[config.mk]
export PLATFORM = sky130hd
export DESIGN_NAME = dma_channel_register_file
export DESIGN_NICKNAME = d
export VERILOG_FILES = /design/src/rtl/dcrf_pkg.sv /design/src/rtl/dma_channel_register_file.sv
export SDC_FILE = /design/constraint.sdc
export NUM_CORES = 2
export LEC_CHECK = 0
export BUFFER_PORTS_ARGS = -buffer_cell sky130_fd_sc_hd__buf_2
export CORE_MARGIN = 2
export CORE_UTILIZATION = 30
export CTS_CLUSTER_SIZE = 8
export DETAILED_ROUTE_END_ITERATION = 10
export PLACE_DENSITY = 0.5
export SETUP_SLACK_MARGIN = 0.2
export SLEW_MARGIN = 15
export SYNTH_ARGS = -nofsm -noshare
export SYNTH_HDL_FRONTEND = slang
export SYNTH_SLANG_ARGS = --single-unit
[constraint.sdc]
create_clock -name clk -period 13.75 [get_ports clk]
set_input_delay 1.375 -clock clk [delete_from_list [all_inputs] [get_ports clk]]
set_output_delay 1.375 -clock clk [all_outputs]
set_load 0.005 [all_outputs]
[src/rtl/dcrf_pkg.sv]
// shared beat types and register field constants for the dma channel register file
package dcrf_pkg;

	// command codes
	localparam logic CMD_READ  = 1'b0;
	localparam logic CMD_WRITE = 1'b1;

	// register selector codes
	localparam logic [1:0] REG_SRC = 2'd0;
	localparam logic [1:0] REG_DST = 2'd1;
	localparam logic [1:0] REG_CTL = 2'd2;

	// per-side address control codes; the other two codes keep the address fixed
	localparam logic [1:0] ACTL_INC = 2'd0;
	localparam logic [1:0] ACTL_DEC = 2'd1;

	// transfer mode that issues a descriptor at once
	localparam logic [2:0] MODE_IMM = 3'd0;

	// control word layout
	localparam int CTL_ENABLE  = 31;
	localparam int CTL_IRQ_EN  = 30;
	localparam int CTL_MODE_HI = 29;
	localparam int CTL_MODE_LO = 27;
	localparam int CTL_WIDE    = 26;
	localparam int CTL_SACT_HI = 24;
	localparam int CTL_SACT_LO = 23;
	localparam int CTL_DACT_HI = 22;
	localparam int CTL_DACT_LO = 21;
	localparam int CTL_CNT_HI  = 20;

	localparam logic [31:0] ADDR_MASK  = 32'h07FF_FFFF;
	localparam logic [21:0] COUNT_ZERO = 22'h20_0000;

	// step values in bytes per unit
	localparam logic signed [3:0] STEP_HALF = 4'sd2;
	localparam logic signed [3:0] STEP_WORD = 4'sd4;

	typedef struct packed {
		logic        cmd;
		logic        cpu_sel;
		logic [1:0]  chan;
		logic [1:0]  reg_sel;
		logic [31:0] wdata;
	} req_t;

	typedef struct packed {
		logic [31:0]       rdata;
		logic              xfer_valid;
		logic [31:0]       xfer_src;
		logic [31:0]       xfer_dst;
		logic [21:0]       xfer_count;
		logic              xfer_wide;
		logic signed [3:0] src_step;
		logic signed [3:0] dst_step;
		logic              irq_valid;
		logic              irq_cpu;
		logic [1:0]        irq_chan;
	} rsp_t;

endpackage

[src/rtl/dma_channel_register_file.sv]
// top level: register file of a two-bank dma controller with immediate descriptor issue
//
// Each of the two cpu banks owns CHANNELS channels with a source, destination and control
// register. Every request beat produces exactly one response beat: a read returns the
// register (control bit 31 reads 0 while the channel is idle), a write returns zero
// read data. A control write whose enable bit rises starts the channel; in immediate mode
// the response carries a copy descriptor (start addresses, count, unit size, signed steps)
// and, with bit 30 set, an interrupt request, while the stored addresses advance past the
// copied block. One beat is accepted every cycle while the response side drains; a beat
// waits in the input register, where the slot state is read and written back, then moves
// into the response register. A stalled response holds the input register, and ready drops
// only once both registers are full.
module dma_channel_register_file #(
	parameter int CHANNELS = 4
) (
	input  logic           clk,
	input  logic           arst_n,
	input  logic           in_valid,
	output logic           in_ready,
	input  dcrf_pkg::req_t in_data,
	output logic           out_valid,
	input  logic           out_ready,
	output dcrf_pkg::rsp_t out_data
);

	localparam int SLOTS  = 2 * CHANNELS;
	localparam int SLOT_W = (SLOTS > 1) ? $clog2(SLOTS) : 1;
	localparam logic [2:0] CHAN_LIMIT = 3'(CHANNELS);
	localparam logic [3:0] CHAN_MULT  = 4'(CHANNELS);

	// per-slot architectural state, slot = bank * CHANNELS + channel
	logic [31:0]      src_q [SLOTS];
	logic [31:0]      dst_q [SLOTS];
	logic [31:0]      ctl_q [SLOTS];
	logic [SLOTS-1:0] busy_q;

	// input register
	logic           valid_s1;
	dcrf_pkg::req_t req_s1;

	// response register
	logic           out_valid_q;
	dcrf_pkg::rsp_t rsp_q;

	logic              advance;
	logic              in_range;
	logic [3:0]        slot_full;
	logic [SLOT_W-1:0] slot;
	logic [31:0]       src_cur;
	logic [31:0]       dst_cur;
	logic [31:0]       ctl_cur;
	logic              busy_cur;
	logic              is_write;
	logic              start;
	logic              imm;
	logic [21:0]       count;
	logic              wide;
	logic [31:0]       offset;
	logic [31:0]       src_next;
	logic [31:0]       dst_next;
	logic signed [3:0] size_step;
	logic signed [3:0] src_step;
	logic signed [3:0] dst_step;
	dcrf_pkg::rsp_t    rsp_d;

	// the input register moves on whenever the response register is free or being drained
	assign advance  = valid_s1 && (!out_valid_q || out_ready);
	assign in_ready = !valid_s1 || advance;

	// slot lookup
	assign in_range  = {1'b0, req_s1.chan} < CHAN_LIMIT;
	assign slot_full = {3'b000, req_s1.cpu_sel} * CHAN_MULT + {2'b00, req_s1.chan};
	assign slot      = slot_full[SLOT_W-1:0];
	assign src_cur   = src_q[slot];
	assign dst_cur   = dst_q[slot];
	assign ctl_cur   = ctl_q[slot];
	assign busy_cur  = busy_q[slot];

	// start detection: enable rises against the stored control word
	assign is_write = in_range && (req_s1.cmd == dcrf_pkg::CMD_WRITE);
	assign start    = is_write && (req_s1.reg_sel == dcrf_pkg::REG_CTL)
		&& !ctl_cur[dcrf_pkg::CTL_ENABLE] && req_s1.wdata[dcrf_pkg::CTL_ENABLE];
	assign imm      = start
		&& (req_s1.wdata[dcrf_pkg::CTL_MODE_HI:dcrf_pkg::CTL_MODE_LO] == dcrf_pkg::MODE_IMM);

	// count of zero means the largest block
	assign count = (req_s1.wdata[dcrf_pkg::CTL_CNT_HI:0] == 21'd0) ? dcrf_pkg::COUNT_ZERO
		: {1'b0, req_s1.wdata[dcrf_pkg::CTL_CNT_HI:0]};
	assign wide  = req_s1.wdata[dcrf_pkg::CTL_WIDE];

	// count times unit size is a shift by one or two
	assign offset    = wide ? {8'd0, count, 2'b00} : {9'd0, count, 1'b0};
	assign size_step = wide ? dcrf_pkg::STEP_WORD : dcrf_pkg::STEP_HALF;

	always_comb begin
		case (req_s1.wdata[dcrf_pkg::CTL_SACT_HI:dcrf_pkg::CTL_SACT_LO])
			dcrf_pkg::ACTL_INC: begin
				src_next = src_cur + offset;
				src_step = size_step;
			end
			dcrf_pkg::ACTL_DEC: begin
				src_next = src_cur - offset;
				src_step = -size_step;
			end
			default: begin
				src_next = src_cur;
				src_step = 4'sd0;
			end
		endcase
	end

	always_comb begin
		case (req_s1.wdata[dcrf_pkg::CTL_DACT_HI:dcrf_pkg::CTL_DACT_LO])
			dcrf_pkg::ACTL_INC: begin
				dst_next = dst_cur + offset;
				dst_step = size_step;
			end
			dcrf_pkg::ACTL_DEC: begin
				dst_next = dst_cur - offset;
				dst_step = -size_step;
			end
			default: begin
				dst_next = dst_cur;
				dst_step = 4'sd0;
			end
		endcase
	end

	// response beat
	always_comb begin
		rsp_d = '0;
		if (in_range && (req_s1.cmd == dcrf_pkg::CMD_READ)) begin
			case (req_s1.reg_sel)
				dcrf_pkg::REG_SRC: rsp_d.rdata = src_cur;
				dcrf_pkg::REG_DST: rsp_d.rdata = dst_cur;
				dcrf_pkg::REG_CTL: begin
					// enable reads back only while the channel is busy
					rsp_d.rdata = {ctl_cur[dcrf_pkg::CTL_ENABLE] & busy_cur, ctl_cur[30:0]};
				end
				default: rsp_d.rdata = '0;
			endcase
		end
		if (imm) begin
			rsp_d.xfer_valid = 1'b1;
			rsp_d.xfer_src   = src_cur;
			rsp_d.xfer_dst   = dst_cur;
			rsp_d.xfer_count = count;
			rsp_d.xfer_wide  = wide;
			rsp_d.src_step   = src_step;
			rsp_d.dst_step   = dst_step;
			if (req_s1.wdata[dcrf_pkg::CTL_IRQ_EN]) begin
				rsp_d.irq_valid = 1'b1;
				rsp_d.irq_cpu   = req_s1.cpu_sel;
				rsp_d.irq_chan  = req_s1.chan;
			end
		end
	end

	// pipeline control
	always_ff @(posedge clk or negedge arst_n) begin
		if (!arst_n) begin
			valid_s1    <= 1'b0;
			out_valid_q <= 1'b0;
		end else begin
			if (in_ready) begin
				valid_s1 <= in_valid;
			end
			if (advance) begin
				out_valid_q <= 1'b1;
			end else if (out_ready) begin
				out_valid_q <= 1'b0;
			end
		end
	end

	// payload registers
	always_ff @(posedge clk) begin
		if (in_ready && in_valid) begin
			req_s1 <= in_data;
		end
		if (advance) begin
			rsp_q <= rsp_d;
		end
	end

	// slot state, written as the beat leaves the input register
	always_ff @(posedge clk or negedge arst_n) begin
		if (!arst_n) begin
			for (int i = 0; i < SLOTS; i++) begin
				src_q[i] <= '0;
				dst_q[i] <= '0;
				ctl_q[i] <= '0;
			end
			busy_q <= '0;
		end else if (advance && is_write) begin
			case (req_s1.reg_sel)
				dcrf_pkg::REG_SRC: src_q[slot] <= req_s1.wdata & dcrf_pkg::ADDR_MASK;
				dcrf_pkg::REG_DST: dst_q[slot] <= req_s1.wdata & dcrf_pkg::ADDR_MASK;
				dcrf_pkg::REG_CTL: begin
					// immediate mode finishes at once and drops enable
					ctl_q[slot] <= imm ? {1'b0, req_s1.wdata[30:0]} : req_s1.wdata;
					if (start) begin
						busy_q[slot] <= !imm;
					end
					if (imm) begin
						src_q[slot] <= src_next;
						dst_q[slot] <= dst_next;
					end
				end
				default: begin
				end
			endcase
		end
	end

	assign out_valid = out_valid_q;
	assign out_data  = rsp_q;

endmodule

==> reports/results.env <==
RESULT_OF_THE_RUN='finished clean'
COMBINATIONAL_FAMILY_WITH_THE_MOST_AREA_AFTER_SYNTHESIS='compound AO/OA/AOI/OAI gates'
WORST_CLOCK_SKEW_PS=45.09
TOP_SIGNAL_LAYER_USED='met4'
CRITICALPATHCATEGORY='flip-flop to flip-flop'
SYNTHESIS.AREA_UM2=44920
POWER-PER-CELL-AREA_nW_PER_UM2=148.8
CLOCK_TREE.ROOT_CELL='sky130_fd_sc_hd__clkbuf_16'
RSZ0062_AT_GRT='no'
ELEMENT_TYPE_AT_THE_CRITICAL_PATH_END='flip-flop'
DIE_WIDTH_UM=391.0
ROUTE.LAYER.MET1.WL_UM=81460
POST-DP-HPWL_UM=110700
MAX_FREQ_MHz=135.9
YS.FLOP_TYPE='sky130_fd_sc_hd__dfrtp_1'
SYNTHCELLS=4850
VDD_IR_DROP_MAX_mV=0.1186
POST-CTS-SETUP-BUFFERS=0
WL_PER_CELL_UM=25.93
NUMBER_OF_PORTS_PLACED_ON_THE_DIE_BOUNDARY=176
GRT-OVFL-TOTAL=0
WORSTPATHARRIVAL_PS=7970
SWITCHINGPOWER_mW=2.283
POST-ROUTE-DRC-COUNT=0
DIE_AREA_UM2=152900
POST_CTS.RESIZED_INSTANCES=0
FLOORPLAN.INITIALDENSITY_PCT=30.10
TOTALWIRELENGTH_UM=179100
H-TREE-DEPTH=4
TIMING.HOLD.WORST.CLASS='flip-flop to flip-flop'
P_LEAK_nW=23.39
DIE_H_UM=391.0
FIRST_GLOBAL_VIAS=36350
WIRE_LENGTH_OF_THE_FIRST_GLOBAL_ROUTING_PASS_UM=261100
INTERNAL-POWER_mW=5.414
DRT-PASS1-ITER-COUNT=8
TOTALNEGATIVESETUPSLACK_PS=0
ROUTE.ANTENNA.REMAINING_NETS=0
REPORT.FINAL.SLEW_VIOL_COUNT=0
GRT_MAX_DEGREE=176
MET2_LENGTH_UM=79410
COMBINATIONAL_GROUP_SHARE_OF_TOTAL_POWER_PCT=15.5
SYNTHESIS.YOSYS.WARNINGS=0
LAYOUT_SETUP_WS_PS=6391
CTS_BUFS_INSERTED=137
PLACE_CONGESTION=0.9285
START_KIND='flip-flop'
FINAL_REPORT_SETUP_VIOLATION_COUNT=0
PLACEMENT_ROWS=142
P_SW_SHARE_PCT=29.66
MINIMUM_SETUP_SLACK_AFTER_PLACEMENT_PS=6588
NUMCLOCKSINKS=946
MET3WIRELENGTH_UM=13120
LAYOUT.NETS=5003
CAP_VIOLATIONS=0
PLACEMENT.IO_BUFFERS=173
HOLD_BUFFER_COUNT_AT_CTS=0
POWER_FRAC_SEQ_PCT=43.6
SYNTHMUXAREASHARE_PCT=1.724
WORSTPATHMAXFANOUT=62
CTS_MAX_PATH_BUFS=3
DRIVE_GT1_SHARE_PCT=10.38
SYNTH-EDFF-COUNT=168
CLOCK_TREE_FROM_TRITONCTS='done'
SLEW_HEADROOM_PCT=21.22
NUMBER_OF_VIOLATIONS_REPORTED_AT_THE_END_OF_DETAILED_ROUTING_ITERATION_0=3773
NUMBER_OF_VIAS_AFTER_DETAILED_ROUTING=37920
WORST_SLEW_PIN_SLEW_PS=1173
SYNTH_ADDER_AREA_SHARE_PCT=1.755
SEQ_AREA_FRAC_SYNTH_PCT=54.57
SYNTH-ASYNC-RESET-RATIO_PCT=82.24
GRT_UTIL_ALL_LAYERS_PCT=23.25
CLKSLEWWORSTSETUPHOLDPATHS_PS=50
SYNTH.LIB_CELLS_USED.DISTINCT=84
REQUIRED_PS=14360
STARTPOINT='req_s1[26]'
PLACEABLECOREAREA_UM2=149200
AREA_GROWTH_PCT=15.18
FINAL-HOLD-VIOLATION-COUNT=0
FIN_CRIT_SH_PCT=53.52
SYN_AVG_CELL_AREA_UM2=9.262
CRIT-REG2REG-LAUNCH='req_s1[26]'
XOR_XNOR_FRACTION_OF_SYNTH_AREA_PCT=1.437
POWER.CLOCK.FRACTION_PCT=40.8
FINAL.MIN_CLOCK_PERIOD_PS=7359
SYNTH_SIMPLE_GATE_AREA_SHARE_PCT=17.64
SYNTH-COMPOUND-AREA-SHARE_PCT=19.29
WORSTSKEWPAIRLATENCY_PS=790
LAUNCH_POINT_OF_THE_WORST_HOLD_PATH='ctl_q[189]'
YS_SEQ_ELEMENTS=946
POST_DRT_VIA_CELL_RATIO=5.490
NUMBER_OF_ANTENNA_VIOLATIONS_AT_THE_FIRST_CHECK_IN_GLOBAL_ROUTING=3
## metal layers
metal	track usage, %	up-vias
li1	-	17060
met1	33.34	19120
met2	35.23	1498
met3	4.242	244
met4	7.680	0
met5	0	-
## power by group through the flow
stage | registers (mW) | clock network, mW | logic [mW]
2_1_floorplan | 3.36 | 0 | 0.715
3_3_place_gp | 3.39 | 0 | 1.17
3_5_place_dp | 3.40 | 0 | 1.18
4_1_cts | 3.36 | 3.20 | 1.18
5_1_grt | 3.39 | 3.32 | 1.31
6_report | 3.36 | 3.14 | 1.20
## critical path, stage by stage, from the launching register on
cell	delay, ps
sky130_fd_sc_hd__edfxtp_1	320
sky130_fd_sc_hd__buf_4	560
sky130_fd_sc_hd__inv_1	590
sky130_fd_sc_hd__nand2_1	310
sky130_fd_sc_hd__ha_1	250
sky130_fd_sc_hd__nor3b_2	320
sky130_fd_sc_hd__nand3_1	240
sky130_fd_sc_hd__or2_1	490
sky130_fd_sc_hd__nand2b_1	350
sky130_fd_sc_hd__or3_1	370
sky130_fd_sc_hd__o21ai_0	160
sky130_fd_sc_hd__o21ai_0	140
sky130_fd_sc_hd__a211o_1	320
sky130_fd_sc_hd__ha_1	370
sky130_fd_sc_hd__and4_1	250
sky130_fd_sc_hd__a41oi_1	220
sky130_fd_sc_hd__o31ai_1	110
sky130_fd_sc_hd__a41oi_1	280
sky130_fd_sc_hd__nand3b_1	240
sky130_fd_sc_hd__a311oi_1	390
sky130_fd_sc_hd__xnor2_1	190
sky130_fd_sc_hd__mux2i_1	490
sky130_fd_sc_hd__o21ai_0	180
## final cells by class
| type | count | area [um2] |
|---|---|---|
| diodes | 3 | 7.507 |
| clock buffers | 186 | 3685 |
| clock inverters | 15 | 198.9 |
| fillers | 15330 | 97500 |
| inverters | 43 | 161.4 |
| multi-input cells | 3492 | 19030 |
| flip-flops and latches | 946 | 24510 |
| well taps | 1944 | 2432 |
| repair buffers | 278 | 1714 |
## metrics by stage
stage | power (mW) | std cells | util (%) | hold WS, ps | cell area [um2]
global route | 8.023 | 6905 | 34.67 | 481.5 | 51740
finish | 7.697 | 6907 | 34.67 | 471.2 | 51740
global placement | 4.564 | 6703 | 32.06 | 457.5 | 47850
detailed placement | 4.577 | 6703 | 32.06 | 463.2 | 47850
CTS | 7.733 | 6904 | 34.66 | 475.6 | 51730
floorplan | 4.072 | 4851 | - | 444.4 | 44930
## logic make-up after synthesis
logic type / Yosys count
AND/OR/NAND/NOR: 1894
AO/OA/AOI/OAI: 1390
flip-flops: 946
buffers and inverters: 413
XOR/XNOR: 72
multiplexers: 71
adder cells (fa/ha/maj): 63
other: 1
## sequential cells by signal, indices dropped and copies added (netlist names)
name / count
is_write: 1
req_s1: 37
ctl_q: 256
valid_s1: 1
out_valid: 1
out_data: 130
src_q: 256
dst_q: 256
busy_q: 8
## cells in the mapped netlist, drive strengths merged (6+ instances only)
| master | n | share of area [%] |
|---|---|---|
| nand2 | 1363 | 11 |
| dfrtp | 778 | 43 |
| o21ai | 661 | 7.4 |
| a22oi | 292 | 4.9 |
| clkbuf | 288 | 2.4 |
| nor2 | 202 | 1.7 |
| edfxtp | 168 | 11 |
| a21oi | 146 | 1.6 |
| buf | 82 | 0.81 |
| and2 | 78 | 1.1 |
| ha | 63 | 1.8 |
| nand4 | 61 | 0.85 |
| mux2i | 56 | 1.2 |
| inv | 42 | 0.35 |
| nand3 | 39 | 0.46 |
| xnor2 | 38 | 0.76 |
| a21o | 34 | 0.57 |
| xor2 | 34 | 0.68 |
| nor3 | 31 | 0.36 |
| a221oi | 29 | 0.57 |
| o211ai | 29 | 0.48 |
| a211oi | 28 | 0.48 |
| a22o | 25 | 0.49 |
| nand2b | 23 | 0.32 |
| a31oi | 22 | 0.32 |
| nor2b | 22 | 0.31 |
| or3 | 16 | 0.22 |
| and3 | 15 | 0.21 |
| o221ai | 13 | 0.25 |
| a211o | 12 | 0.23 |
| and4 | 12 | 0.23 |
| mux2 | 11 | 0.28 |
| o31ai | 11 | 0.26 |
| o21a | 10 | 0.17 |
| nor3b | 9 | 0.16 |
| nor4 | 9 | 0.13 |
| a31o | 7 | 0.14 |
| o22ai | 7 | 0.097 |
| a221o | 6 | 0.13 |
| o311ai | 6 | 0.12 |
| or2 | 6 | 0.084 |
## worst paths after layout
| check | slack (ps) | depth (start not counted) | end |
|---|---|---|---|
| worst max-delay path | 6390 | 22 | dst_q[190] |
| worst min-delay path | 470 | 2 | ctl_q[189] |
| worst max register to register | 6390 | 22 | dst_q[190] |
| worst min register to register | 470 | 2 | ctl_q[189] |
| max in group asynchronous | 10460 | 3 | src_q[39] |
| min in group asynchronous | 690 | 1 | src_q[67] |
## cells in the final DEF (no fill, tap or decap), types with 10 or more instances in the layout
master	n
sky130_fd_sc_hd__o21ai_1	38
sky130_fd_sc_hd__a22oi_1	292
sky130_fd_sc_hd__xnor2_1	37
sky130_fd_sc_hd__nor2b_1	21
sky130_fd_sc_hd__and2_1	75
sky130_fd_sc_hd__nand2b_1	22
sky130_fd_sc_hd__a21oi_1	146
sky130_fd_sc_hd__nor3_1	24
sky130_fd_sc_hd__nand2_4	15
sky130_fd_sc_hd__and4_1	12
sky130_fd_sc_hd__o211ai_1	29
sky130_fd_sc_hd__inv_1	41
sky130_fd_sc_hd__a22o_1	25
sky130_fd_sc_hd__a211oi_1	27
sky130_fd_sc_hd__xor2_1	33
sky130_fd_sc_hd__dfrtp_1	778
sky130_fd_sc_hd__nand2_1	1345
sky130_fd_sc_hd__or3_1	16
sky130_fd_sc_hd__buf_2	172
sky130_fd_sc_hd__nand4_1	61
sky130_fd_sc_hd__buf_4	101
sky130_fd_sc_hd__nor2_1	198
sky130_fd_sc_hd__a31oi_1	21
sky130_fd_sc_hd__o221ai_1	12
sky130_fd_sc_hd__and3_1	14
sky130_fd_sc_hd__a21o_1	34
sky130_fd_sc_hd__a211o_1	12
sky130_fd_sc_hd__clkbuf_1	44
sky130_fd_sc_hd__a221oi_1	29
sky130_fd_sc_hd__o21a_1	10
sky130_fd_sc_hd__edfxtp_1	168
sky130_fd_sc_hd__nand3_1	37
sky130_fd_sc_hd__ha_1	63
sky130_fd_sc_hd__mux2_2	11
sky130_fd_sc_hd__o21ai_0	622
sky130_fd_sc_hd__mux2i_1	56
sky130_fd_sc_hd__clkbuf_16	139
Note: power is estimated with default switching activity, not from simulation.
